==> config.mk <==
export PLATFORM = sky130hd
export DESIGN_NAME = euclidean_rhythm_generator_unit
export DESIGN_NICKNAME = d
export VERILOG_FILES = /design/src/hdl/erg_pkg.sv /design/src/hdl/euclidean_rhythm_generator_unit.sv /design/src/hdl/erg_ctrl.sv /design/src/hdl/erg_datapath.sv
export VERILOG_INCLUDE_DIRS = /design/src /design/src/hdl
export SDC_FILE = /design/constraint.sdc
export NUM_CORES = 1
export LEC_CHECK = 0
export BUFFER_PORTS_ARGS = -buffer_cell sky130_fd_sc_hd__buf_2
export CAP_MARGIN = 15
export CORE_MARGIN = 1.5
export CORE_UTILIZATION = 55
export CTS_CLUSTER_DIAMETER = 60
export CTS_CLUSTER_SIZE = 16
export DETAILED_ROUTE_END_ITERATION = 10
export PLACE_DENSITY = 0.74
export RECOVER_POWER = 100
export SLEW_MARGIN = 20
export SYNTH_ARGS = -nofsm -noshare
export SYNTH_HDL_FRONTEND = slang
export SYNTH_SLANG_ARGS = --single-unit
==> constraint.sdc <==
create_clock -name clk -period 4.9 [get_ports clk]
set_clock_uncertainty 0.2 [all_clocks]
set_input_delay 0.49 -clock clk [delete_from_list [all_inputs] [get_ports clk]]
set_output_delay 0.49 -clock clk [all_outputs]
set_load 0.05 [all_outputs]
==> src/hdl/assert_macros.svh <==
// Assertion macros of the euclidean rhythm generator top level
`ifndef ASSERT_MACROS_SVH
`define ASSERT_MACROS_SVH

// Same-cycle implication, switched off while reset is held
`define ERG_ASSERT_IMPLY(lbl, clk, rst_n, ante, cons) \
  lbl: assert property (@(posedge clk) disable iff (!rst_n) (ante) |-> (cons)) \
    else $error("%m: implication check failed");

// Next-cycle implication, switched off while reset is held
`define ERG_ASSERT_NEXT(lbl, clk, rst_n, ante, cons) \
  lbl: assert property (@(posedge clk) disable iff (!rst_n) (ante) |=> (cons)) \
    else $error("%m: next-cycle check failed");

// Next-cycle implication that also holds across reset
`define ERG_ASSERT_NEXT_ALWAYS(lbl, clk, ante, cons) \
  lbl: assert property (@(posedge clk) (ante) |=> (cons)) \
    else $error("%m: reset check failed");

`endif

==> src/hdl/erg_pkg.sv <==
// Shared types and constants of the euclidean rhythm generator
package erg_pkg;

  // Default pattern length limit
  localparam int STEP_LIMIT_DEF = 16;

  // Port field widths
  localparam int STEP_W = 5;
  localparam int HIT_W  = 5;
  localparam int ROT_W  = 4;
  localparam int PAT_W  = 16;

  // Controller states
  typedef enum logic [2:0] {
    ST_IDLE,
    ST_CHECK,
    ST_DIV,
    ST_LEVEL,
    ST_EXPAND,
    ST_NORM,
    ST_ROT,
    ST_FINISH
  } erg_state_t;

  // Commands from controller to datapath
  typedef struct packed {
    logic load;
    logic div_init;
    logic div_step;
    logic level_wr;
    logic exp_step;
    logic norm_step;
    logic rot_step;
    logic out_load;
  } erg_cmd_t;

  // Status from datapath to controller
  typedef struct packed {
    logic zero_case;
    logic div_last;
    logic lvl_more;
    logic exp_done;
    logic norm_done;
    logic rot_done;
  } erg_status_t;

endpackage

==> src/hdl/euclidean_rhythm_generator_unit.sv <==
// Top level of the euclidean rhythm generator
//
//   channel  direction  handshake            payload
//   in_      request    in_valid / in_stall  in_step_count, in_hit_count, in_rotation
//   out_     result     out_valid/out_stall  out_pattern_bits
//
// One request at a time: the serial divider produces NW = clog2(STEP_LIMIT+1) quotient
// bits per remainder level, the tree walk visits one node per cycle, normalization
// rotates up to the step count times and the rotation input is applied one step at a
// time. Zero steps or zero hits go straight from the check to the finish state. Reset
// is synchronous, active low, and clears the controller and result valid. A stalled
// result holds the next request in its last state.
`include "assert_macros.svh"

module euclidean_rhythm_generator_unit
  import erg_pkg::*;
#(
  parameter int STEP_LIMIT = STEP_LIMIT_DEF
) (
  input  logic              clk,
  input  logic              rst_n,
  input  logic              in_valid,
  output logic              in_stall,
  input  logic [STEP_W-1:0] in_step_count,
  input  logic [HIT_W-1:0]  in_hit_count,
  input  logic [ROT_W-1:0]  in_rotation,
  output logic              out_valid,
  input  logic              out_stall,
  output logic [PAT_W-1:0]  out_pattern_bits
);

  erg_cmd_t    cmd;
  erg_status_t st;

  // Sequencer
  erg_ctrl u_ctrl (
    .clk       (clk),
    .rst_n     (rst_n),
    .in_valid  (in_valid),
    .in_stall  (in_stall),
    .out_valid (out_valid),
    .out_stall (out_stall),
    .st        (st),
    .cmd       (cmd)
  );

  // Datapath
  erg_datapath #(
    .STEP_LIMIT (STEP_LIMIT)
  ) u_datapath (
    .clk          (clk),
    .cmd          (cmd),
    .st           (st),
    .step_count   (in_step_count),
    .hit_count    (in_hit_count),
    .rotation     (in_rotation),
    .pattern_bits (out_pattern_bits)
  );

  // Checks
  `ERG_ASSERT_NEXT(a_busy_after_accept, clk, rst_n, in_valid && !in_stall, in_stall)
  `ERG_ASSERT_IMPLY(a_result_from_work, clk, rst_n, $rose(out_valid), $past(in_stall))
  `ERG_ASSERT_NEXT_ALWAYS(a_reset_idle, clk, !rst_n, !out_valid && !in_stall)

endmodule

==> src/hdl/erg_ctrl.sv <==
// Sequencing state machine of the euclidean rhythm generator
module erg_ctrl
  import erg_pkg::*;
(
  input  logic        clk,
  input  logic        rst_n,
  input  logic        in_valid,
  output logic        in_stall,
  output logic        out_valid,
  input  logic        out_stall,
  input  erg_status_t st,
  output erg_cmd_t    cmd
);

  erg_state_t state_r, state_nxt;
  logic       out_valid_r, out_valid_nxt;
  logic       out_free;

  // State and result-valid registers
  always_ff @(posedge clk) begin
    if (!rst_n) begin
      state_r     <= ST_IDLE;
      out_valid_r <= 1'b0;
    end else begin
      state_r     <= state_nxt;
      out_valid_r <= out_valid_nxt;
    end
  end

  assign in_stall  = (state_r != ST_IDLE);
  assign out_valid = out_valid_r;
  assign out_free  = !out_valid_r || !out_stall;

  // Next state and datapath commands
  always_comb begin
    state_nxt     = state_r;
    cmd           = '0;
    out_valid_nxt = out_valid_r && out_stall;
    unique case (state_r)
      ST_IDLE: begin
        if (in_valid) begin
          cmd.load  = 1'b1;
          state_nxt = ST_CHECK;
        end
      end
      ST_CHECK: begin
        if (st.zero_case) begin
          state_nxt = ST_FINISH;
        end else begin
          cmd.div_init = 1'b1;
          state_nxt    = ST_DIV;
        end
      end
      ST_DIV: begin
        cmd.div_step = 1'b1;
        if (st.div_last) state_nxt = ST_LEVEL;
      end
      ST_LEVEL: begin
        cmd.level_wr = 1'b1;
        state_nxt    = st.lvl_more ? ST_DIV : ST_EXPAND;
      end
      ST_EXPAND: begin
        if (st.exp_done) state_nxt = ST_NORM;
        else cmd.exp_step = 1'b1;
      end
      ST_NORM: begin
        if (st.norm_done) state_nxt = ST_ROT;
        else cmd.norm_step = 1'b1;
      end
      ST_ROT: begin
        if (st.rot_done) state_nxt = ST_FINISH;
        else cmd.rot_step = 1'b1;
      end
      ST_FINISH: begin
        // hold the pattern until the result register is free
        if (out_free) begin
          cmd.out_load  = 1'b1;
          out_valid_nxt = 1'b1;
          state_nxt     = ST_IDLE;
        end
      end
      default: state_nxt = ST_IDLE;
    endcase
  end

endmodule

==> src/hdl/erg_datapath.sv <==
// Remainder recurrence, level tree walk and rotation datapath
module erg_datapath
  import erg_pkg::*;
#(
  parameter int STEP_LIMIT = STEP_LIMIT_DEF
) (
  input  logic              clk,
  input  erg_cmd_t          cmd,
  output erg_status_t       st,
  input  logic [STEP_W-1:0] step_count,
  input  logic [HIT_W-1:0]  hit_count,
  input  logic [ROT_W-1:0]  rotation,
  output logic [PAT_W-1:0]  pattern_bits
);

  localparam int SLOTS     = STEP_LIMIT + 2;
  localparam int NW        = $clog2(STEP_LIMIT + 1);
  localparam int CW        = $clog2(STEP_LIMIT + 2);
  localparam int SW        = $clog2(STEP_LIMIT);
  localparam int DW        = $clog2(NW);
  // remainders at least halve every two levels, which bounds the tree height
  localparam int LVL_BOUND = 2 * $clog2(STEP_LIMIT) + 2;
  localparam int LVL_DEPTH = (SLOTS < LVL_BOUND) ? SLOTS : LVL_BOUND;
  localparam int LW        = $clog2(LVL_DEPTH);

  // Request operands
  logic [NW-1:0]         n_r, n_nxt, h_r, h_nxt;
  logic [ROT_W-1:0]      rc_r, rc_nxt;
  // Shift-subtract divider
  logic [NW-1:0]         acc_r, acc_nxt, quo_r, quo_nxt, dsr_r, dsr_nxt;
  logic [DW-1:0]         dcnt_r, dcnt_nxt;
  logic [LW-1:0]         lvl_r, lvl_nxt;
  // Level tables and walk state
  logic [NW-1:0]         cnt_r [LVL_DEPTH];
  logic [NW-1:0]         cnt_nxt [LVL_DEPTH];
  logic [NW-1:0]         rem_r [LVL_DEPTH];
  logic [NW-1:0]         rem_nxt [LVL_DEPTH];
  logic [CW-1:0]         it_r [LVL_DEPTH];
  logic [CW-1:0]         it_nxt [LVL_DEPTH];
  logic                  via_r [LVL_DEPTH];
  logic                  via_nxt [LVL_DEPTH];
  logic [LW-1:0]         cur_r, cur_nxt, top_r, top_nxt;
  logic [NW-1:0]         pos_r, pos_nxt, nc_r, nc_nxt;
  logic [STEP_LIMIT-1:0] pat_r, pat_nxt;
  logic [PAT_W-1:0]      out_pat_r, out_pat_nxt;

  // Combinational helpers
  logic [NW-1:0]         n_ld, h_ld;
  logic [NW:0]           div_t, div_diff;
  logic                  div_ge;
  logic [LW-1:0]         lvl_inc;
  logic [CW-1:0]         c_cur, i_cur;
  logic                  rm_nz, do_rep, do_rem, do_ret, leaf, emit_bit;
  logic [LW-1:0]         child;
  logic [STEP_LIMIT-1:0] rot_p;

  // Clamp the step count and the hit count
  always_comb begin
    n_ld = (32'(step_count) > STEP_LIMIT) ? NW'(STEP_LIMIT) : NW'(step_count);
    h_ld = (32'(hit_count) > 32'(n_ld)) ? n_ld : NW'(hit_count);
  end

  // One restoring division step
  always_comb begin
    div_t    = {acc_r, quo_r[NW-1]};
    div_ge   = (div_t >= {1'b0, dsr_r});
    div_diff = div_t - {1'b0, dsr_r};
  end

  assign lvl_inc = lvl_r + LW'(1);

  // Decode the current tree node
  always_comb begin
    c_cur  = CW'(cnt_r[cur_r]);
    i_cur  = it_r[cur_r];
    rm_nz  = (rem_r[cur_r] != '0);
    do_rep = (i_cur < c_cur);
    do_rem = !do_rep && (i_cur == c_cur) && rm_nz;
    do_ret = !do_rep && !do_rem;
    leaf     = do_rep ? (cur_r == '0) : (cur_r <= LW'(1));
    emit_bit = do_rem && (cur_r == '0);
    child    = do_rep ? (cur_r - LW'(1)) : (cur_r - LW'(2));
  end

  // Rotate up by one within the step count
  always_comb begin
    for (int k = 0; k < STEP_LIMIT; k++) begin
      if (k == 0) rot_p[k] = pat_r[SW'(n_r - NW'(1))];
      else        rot_p[k] = pat_r[k-1] && (32'(k) < 32'(n_r));
    end
  end

  // Status to the controller
  always_comb begin
    st.zero_case = (n_r == '0) || (h_r == '0);
    st.div_last  = (dcnt_r == DW'(NW - 1));
    st.lvl_more  = (acc_r > NW'(1)) && (32'(lvl_r) + 2 < SLOTS);
    st.exp_done  = (pos_r == n_r) || (do_ret && (cur_r == top_r));
    st.norm_done = pat_r[0] || (nc_r == n_r) || (pat_r == '0);
    st.rot_done  = (rc_r == '0);
  end

  // Next values of the datapath registers
  always_comb begin
    n_nxt       = n_r;
    h_nxt       = h_r;
    rc_nxt      = rc_r;
    acc_nxt     = acc_r;
    quo_nxt     = quo_r;
    dsr_nxt     = dsr_r;
    dcnt_nxt    = dcnt_r;
    lvl_nxt     = lvl_r;
    cnt_nxt     = cnt_r;
    rem_nxt     = rem_r;
    it_nxt      = it_r;
    via_nxt     = via_r;
    cur_nxt     = cur_r;
    top_nxt     = top_r;
    pos_nxt     = pos_r;
    nc_nxt      = nc_r;
    pat_nxt     = pat_r;
    out_pat_nxt = out_pat_r;

    // capture the request
    if (cmd.load) begin
      n_nxt   = n_ld;
      h_nxt   = h_ld;
      rc_nxt  = rotation;
      pat_nxt = '0;
      nc_nxt  = '0;
    end

    // start the recurrence at level zero
    if (cmd.div_init) begin
      quo_nxt    = n_r - h_r;
      dsr_nxt    = h_r;
      acc_nxt    = '0;
      dcnt_nxt   = '0;
      lvl_nxt    = '0;
      rem_nxt[0] = h_r;
    end

    // advance the divider one quotient bit
    if (cmd.div_step) begin
      acc_nxt  = div_ge ? div_diff[NW-1:0] : div_t[NW-1:0];
      quo_nxt  = {quo_r[NW-2:0], div_ge};
      dcnt_nxt = dcnt_r + DW'(1);
    end

    // store count and remainder, then continue or set up the walk
    if (cmd.level_wr) begin
      cnt_nxt[lvl_r]   = quo_r;
      rem_nxt[lvl_inc] = acc_r;
      if (st.lvl_more) begin
        lvl_nxt  = lvl_inc;
        quo_nxt  = dsr_r;
        dsr_nxt  = acc_r;
        acc_nxt  = '0;
        dcnt_nxt = '0;
      end else begin
        cnt_nxt[lvl_inc] = dsr_r;
        it_nxt[lvl_inc]  = '0;
        top_nxt          = lvl_inc;
        cur_nxt          = lvl_inc;
        pos_nxt          = '0;
      end
    end

    // walk one node of the level tree
    if (cmd.exp_step) begin
      if (do_ret) begin
        cur_nxt = cur_r + (via_r[cur_r] ? LW'(2) : LW'(1));
      end else begin
        it_nxt[cur_r] = i_cur + CW'(1);
        if (leaf) begin
          pat_nxt[SW'(pos_r)] = emit_bit;
          pos_nxt             = pos_r + NW'(1);
        end else begin
          it_nxt[child]  = '0;
          via_nxt[child] = do_rem;
          cur_nxt        = child;
        end
      end
    end

    // rotate until step zero is a hit
    if (cmd.norm_step) begin
      pat_nxt = rot_p;
      nc_nxt  = nc_r + NW'(1);
    end

    // apply the requested rotation one step at a time
    if (cmd.rot_step) begin
      pat_nxt = rot_p;
      rc_nxt  = rc_r - ROT_W'(1);
    end

    if (cmd.out_load) out_pat_nxt = PAT_W'(pat_r);
  end

  // Datapath registers
  always_ff @(posedge clk) begin
    n_r       <= n_nxt;
    h_r       <= h_nxt;
    rc_r      <= rc_nxt;
    acc_r     <= acc_nxt;
    quo_r     <= quo_nxt;
    dsr_r     <= dsr_nxt;
    dcnt_r    <= dcnt_nxt;
    lvl_r     <= lvl_nxt;
    cnt_r     <= cnt_nxt;
    rem_r     <= rem_nxt;
    it_r      <= it_nxt;
    via_r     <= via_nxt;
    cur_r     <= cur_nxt;
    top_r     <= top_nxt;
    pos_r     <= pos_nxt;
    nc_r      <= nc_nxt;
    pat_r     <= pat_nxt;
    out_pat_r <= out_pat_nxt;
  end

  assign pattern_bits = out_pat_r;

endmodule

Word-level counts from Yosys, hierarchy flattened
Index checks and enable logic that the tools add are counted.
{"block": "word_totals", "input_bits": 18, "register_bits": 250}
{"block": "classes", "eq_ne": 18, "muxes": 109, "addsub": 13, "n_bitwise": 11, "magnitude_cmp": 33, "reduce_logical": 49}
{"op": "50-bit 2-to-1 mux", "n": 7}
{"op": "50-bit bitwise mux", "n": 4}
{"op": "5-bit 2-to-1 mux", "n": 32}
{"op": "50-bit bitwise AND", "n": 2}
{"op": "50-bit NOT", "n": 2}
{"op": "16-bit 2-to-1 mux", "n": 6}
{"op": "5-bit demux with 4-bit select", "n": 4}
{"op": "5-bit binary-select mux with 4-bit select", "n": 3}
{"op": "4-bit 2-to-1 mux", "n": 11}
{"op": "4-bit by 5-bit < comparator with 1-bit output (first input constant)", "n": 8}
{"op": "3-bit 2-to-1 mux", "n": 12}
{"op": "32-bit by 5-bit < comparator with 1-bit output (second input constant)", "n": 1}
{"op": "1-bit logical AND", "n": 27}
{"op": "3-bit case mux with 8 select lines", "n": 1}
{"op": "1-bit 2-to-1 mux", "n": 22}
{"op": "5-bit greater-or-equal comparator (second input constant)", "n": 4}
{"op": "3-bit by 5-bit < comparator with 1-bit output (first input constant)", "n": 4}
{"op": "5-bit by 1-bit < comparator with 1-bit output (second input constant)", "n": 4}
{"op": "4-bit NOT with 5-bit output", "n": 4}
{"op": "16-bit bitwise mux", "n": 1}
{"op": "16-bit logical NOT", "n": 1}
{"op": "5-bit by 1-bit adder with 5-bit output (second input constant)", "n": 3}
{"op": "3-bit equality test (second input constant)", "n": 5}
{"op": "5-bit equality test", "n": 3}
{"op": "38 further kinds", "n": 62}

Longest topological paths before layout
{"block": "logic_depth", "depth_word": 17, "mapped_depth": 18, "mapped_depth_nobuf": 12}

Hierarchy
From an unflattened synthesis, not the netlist that was laid out.
{"block": "unflattened", "hier_cells": 1314, "hier_area_um2": 13553.0}
{"module": "erg_datapath", "instances": 1, "cells_each": 1269, "seq_area_each_um2": 6366.1, "area_per_inst_um2": 13205.2}
{"module": "erg_ctrl", "instances": 1, "cells_each": 45, "seq_area_each_um2": 80.1, "area_per_inst_um2": 347.8}

Worst setup path after synthesis
OpenSTA, ideal clock, no wires.
{"block": "synth_timing", "path_type": "register to register", "start": "register u_datapath.cur_r[0]", "end": "register u_datapath.via_r[4] in the netlist's numbering, enable pin", "setup_time_ns": 0.365, "stages_incl_launch_ff": 15, "path_buffers": 5, "t_arrival_ns": 4.050, "slack_ns": 0.285, "required_ns": 4.335, "cell_sequence": "dfxtp_1 > buf_4 > buf_6 > buf_4 > buf_2 > buf_2 > mux2_2 > a22o_1 > a22oi_1 > ha_1 > a21oi_1 > a21oi_1 > nor2_1 > mux2_2 > nor4_2"}
{"block": "synth_via", "elab_chain_len": 15}
{"element": "from (decl)", "line": "erg_datapath.sv:42", "text": "logic [LW-1:0] cur_r, cur_nxt, top_r, top_nxt;"}
{"element": "from (signal assigned)", "line": "erg_datapath.sv:215", "text": "cur_r <= cur_nxt;"}
{"element": "4-bit NOT with 5-bit output (implied by the code)", "line": "erg_datapath.sv:74, erg_datapath.sv:75, erg_datapath.sv:76"}
{"element": "5-bit binary-select mux with 4-bit select, on equally long branches", "line": "erg_datapath.sv:75, erg_datapath.sv:74"}
{"element": "5-bit 2-to-1 mux, on equally long branches (2 in a row)", "line": "erg_datapath.sv:75, erg_datapath.sv:74"}
{"element": "5-bit < comparator", "line": "erg_datapath.sv:77", "text": "do_rep = (i_cur < c_cur);"}
{"element": "1-bit logical NOT", "line": "erg_datapath.sv:78, erg_datapath.sv:79"}
{"element": "1-bit logical AND (2 in a row)", "line": "erg_datapath.sv:78", "text": "do_rem = !do_rep && (i_cur == c_cur) && rm_nz;"}
{"element": "1-bit logical NOT", "line": "erg_datapath.sv:79", "text": "do_ret = !do_rep && !do_rem;"}
{"element": "1-bit logical AND", "line": "erg_datapath.sv:79"}
{"element": "1-bit logical AND", "line": "erg_datapath.sv:98", "text": "st.exp_done = (pos_r == n_r) || (do_ret && (cur_r == top_r));"}
{"element": "1-bit logical OR", "line": "erg_datapath.sv:98"}
{"element": "1-bit 2-to-1 mux", "line": "erg_ctrl.sv:63", "text": "if (st.exp_done) state_nxt = ST_NORM;"}
{"element": "1-bit 2-to-1 mux", "line": "erg_ctrl.sv:39", "text": "unique case (state_r)"}
{"element": "3-bit AND reduction (no line) (*)"}
{"element": "to (signal assigned)", "line": "erg_datapath.sv:214", "text": "via_r <= via_nxt;"}
{"element": "to (decl)", "line": "erg_datapath.sv:40", "text": "logic via_r [LVL_DEPTH];"}
Mark *: on every way between the ends. The rest lies on a longest branch, timed or not. The select of a mux whose other input is x is not followed.
A chain may end at the register's enable or synchronous reset.

Worst setup path in the final report
{"block": "layout_timing", "start": "register u_datapath.cur_r[1]", "end": "register u_datapath.via_r[9] in the netlist's numbering, enable pin"}
The elaborated chain is that of the path after synthesis.

==> impl_metrics.py <==
metrics = {
    "critical_path": {
        "cp.required_ns": 4.86,
        "startpoint_type": "flip-flop",
        "crit_cells": 10,
        "crit_fanout": 32,
        "cp_common_cell": "a21oi_1",
        "regToRegEndpoint": "u_datapath.via_r[9]$_DFFE_PP_",
        "r2r_cells": 10,
        "critPathLaunch": "u_datapath.cur_r[1]$_DFF_P_",
        "reg2reg_setup_slack_ns": 0.39,
        "critPathCapture": "u_datapath.via_r[9]$_DFFE_PP_",
        "cp_slowest_cell": "dfxtp_2",
        "crit_buf_inv": 1,
        "critPathKind": "reg -> reg",
        "worst_setup_path_end_kind": "flip-flop",
        "arrival_ns": 4.47,
        "crit_chain": "mux4_2 -> a22o_1 -> a22oi_1 -> ha_1 -> a21oi_1 -> a21oi_1 -> nor2_1 -> clkbuf_1 -> o21ai_2 -> nor3_1",
        "critPathTopFamily": "simple AND/OR/NAND/NOR gates",
        "regToRegStartpoint": "u_datapath.cur_r[1]$_DFF_P_",
        "cpPeakStageDelay_ns": 0.84,
    },
    "synth": {
        "synth-adder-area-share_pct": 4.62,
        "synth_edf_count": 144,
        "yosys_most_used_dff": "edfxtp_1",
        "synth_warnings": 0,
        "synth.avg_cell_area_um2": 10.2,
        "synthSimpleGateAreaFrac_pct": 16.7,
        "async_reset_ff_share_pct": 0,
        "synth_top_family_by_area": "simple AND/OR/NAND/NOR gates",
        "synth_cell_types": 72,
        "synth-seq-area-share_pct": 47.8,
        "synth-compound-area-share_pct": 14.5,
        "synthCells": 1326,
        "synth_area_um2": 13500,
        "syn-num-nets": 1392,
        "synthXorXnorAreaFrac_pct": 2.34,
        "synth_seq_cells": 250,
        "muxShareOfSynthArea_pct": 10.2,
    },
    "sta": {
        "timing.final.crit_share_pct": 92.0,
        "setup_viol": 0,
        "tns_ns": 0,
        "slew_headroom_pct": -83.9,
        "tightestPinTransition_ns": 2.76,
        "rsz0062_at_grt": "no",
        "min_period_ns": 4.51,
        "slew_violations": 51,
        "finalHoldViolCount": 0,
        "clock.fmax_mhz": 222,
    },
    "route": {
        "vias_per_cell": 6.33,
        "drt_iter0_drc": 1134,
        "ant_nets": 0,
        "first_pass_iters": 5,
        "totalWireLength_um": 34400,
        "drc": 0,
        "dr_total_vias": 10700,
        "routedWlPerCell_um": 20.4,
    },
    "die": {
        "rows": 57,
        "core_um2": 24200,
        "ioPinCount": 36,
        "dieArea_um2": 25500,
        "fp.dieH_um": 160,
        "die_w_um": 160,
        "initial_utilization_pct": 55.8,
    },
    "clock_network": {
        "clk_pin_slew_ns": 0.07,
        "post-cts-setup-buffers": 0,
        "clk_latency_ns": 0.53,
        "clock_path_buffers": 3,
        "cts.sinks": 250,
        "cts-root-buf": "clkbuf_16",
        "cts_max_level": 1,
        "cts_buffers": 22,
        "cts_tree": "built",
    },
    "global_route": {
        "antenna_found_initial": 0,
        "overflow": 0,
        "track_usage_pct": 26.8,
        "grt_pass1_vias": 9997,
        "grt_pass1_wl_um": 54800,
        "grt_max_degree": 51,
    },
    "outcome": {
        "status": "complete, but fails checks",
        "failed_checks": "max-capacitance violations, max-slew violations",
    },
    "placed_design": {
        "dpl.hpwl_um": 24400,
        "place_inst": 1646,
        "place.gp.congestion": 0.955,
        "io_buffers": 35,
        "placed_area_um2": 14000,
    },
    "cells_and_area": {
        "drive_above_1_share_pct": 11.2,
        "final_cell_area_um2": 14700,
        "area_delta_synth_final_pct": 8.91,
        "diodes": 0,
        "nFillCells": 2039,
        "utilization_pct": 60.7,
        "layout.cells.non_filler": 1686,
        "nets": 1413,
    },
    "power_and_ir_drop": {
        "total_power_mw": 8.58,
        "leakagePower_nw": 5.37,
        "ir_drop_mv": 0.433,
        "p_per_area_nw_per_um2": 585,
    },
    "hold_path": {
        "worstHoldPathType": "in -> reg",
    },
    "flow_run": {
        "cap_violations": 1,
    },
}
[kinds of logic (layout without fill, tap and decap cells)]
family | count (synthesis) | after routing
DFF | 250 | 250
adders and majority gates | 48 | 48
buffers and inverters | 127 | 163
and+or+nand+nor | 455 | 455
AOI/OAI and AO/OA | 306 | 306
xor gates and xnor gates | 36 | 36
muxes | 104 | 104
[Yosys cell counts (all sizes together) (9+ instances only)]
cell type / n / area (µm²)
a21o: 9 / 67.6
a21oi: 131 / 656
a22oi: 9 / 67.6
and2: 15 / 93.8
buf: 24 / 130
clkbuf: 55 / 206
dfxtp: 106 / 2120
edfxtp: 144 / 4320
ha: 45 / 563
inv: 47 / 176
mux2: 22 / 248
mux2i: 58 / 581
mux4: 24 / 541
nand2: 106 / 398
nand2b: 9 / 56.3
nand3: 74 / 370
nand4: 29 / 181
nor2: 112 / 420
nor3: 24 / 125
nor4: 22 / 156
o2111ai: 9 / 78.8
o211ai: 35 / 263
o21ai: 49 / 253
or2: 21 / 131
xnor2: 21 / 184
xor2: 15 / 131
[registers in the layout, summed over array words and instances, names as in the netlist, 4 cells and up]
signal                   flops
u_datapath.cnt_r            50
u_datapath.it_r             50
u_datapath.rem_r            50
u_datapath.pat_r            16
u_datapath.pattern_bits     16
u_datapath.via_r            10
u_datapath.acc_r             5
u_datapath.dsr_r             5
u_datapath.h_r               5
u_datapath.n_r               5
u_datapath.nc_r              5
u_datapath.pos_r             5
u_datapath.quo_r             5
u_datapath.cur_r             4
u_datapath.lvl_r             4
u_datapath.rc_r              4
u_datapath.top_r             4
[worst min-delay path by stage]
stage / from / endpoint / slack (ns) / cells past startpoint
after floorplan: u_datapath.it_r[32]$_DFF_P_ / u_datapath.it_r[32]$_DFF_P_ / 0.24 / 2
after global placement: u_datapath.it_r[9]$_DFF_P_ / u_datapath.it_r[9]$_DFF_P_ / 0.25 / 2
after detailed placement: u_datapath.it_r[8]$_DFF_P_ / u_datapath.it_r[8]$_DFF_P_ / 0.26 / 2
after CTS: rst_n / u_ctrl.state_r[2]$_SDFFE_PN0P_ / 0.008 / 3
after global routing: out_stall / u_ctrl.out_valid$_SDFF_PN0_ / 0.04 / 3
final: rst_n / u_ctrl.state_r[2]$_SDFFE_PN0P_ / 0.02 / 3
[tightest hold or removal path, cell delays in order]
cell and delay (ns):
buf_2 0.11, o21ai_0 0.06, a21oi_1 0.04
[stage by stage]
step	hold WS [ns]	worst slack, ns
detailed placement	0.259	0.580
global route	0.0426	0.138
floorplan	0.240	0.285
CTS	0.00848	0.552
global placement	0.249	0.538
finish	0.0176	0.390
[metal layers]
metal / up-vias / routed length (µm) / track usage, %
li1: 4990 / - / -
met1: 5131 / 15100 / 39.2
met2: 494 / 15900 / 42.8
met3: 53 / 2820 / 3.18
met4: 0 / 512 / 6.17
met5: - / 0 / 0
[power by group]
part / internal (mW) / total (mW) / switching [mW]
clock: 0.969 / 1.78 / 0.810
combinational: 1.37 / 3.63 / 2.27
sequential: 2.66 / 3.17 / 0.516
total: 4.99 / 8.58 / 3.59
[timing repair]
action	CTS	global route
endpoints found under the hold margin	1	0
hold buffers	1	0
gates resized for setup	0	0
setup endpoints to repair	0	0
[cell usage in the layout, fill, tap and decap left out, types with 40 or more instances in the layout]
master,count
edfxtp_1,144
a21oi_1,131
nor2_1,112
nand2_1,106
dfxtp_1,104
nand3_1,74
mux2i_1,58
inv_1,45
o21ai_0,45
ha_1,45
clkbuf_1,40
[layout make-up]
cell class	instances	area [µm²]	area share (%)
Multi-Input combinational cell	949	6510	44.4
Sequential cell	250	6450	43.9
Clock buffer	28	604	4.12
Timing Repair Buffer	76	408	2.78
Tap cell	324	405	2.76
Inverter	48	180	1.23
Clock inverter	11	123	0.835
No activity file was read; power rests on OpenSTA's default activity.
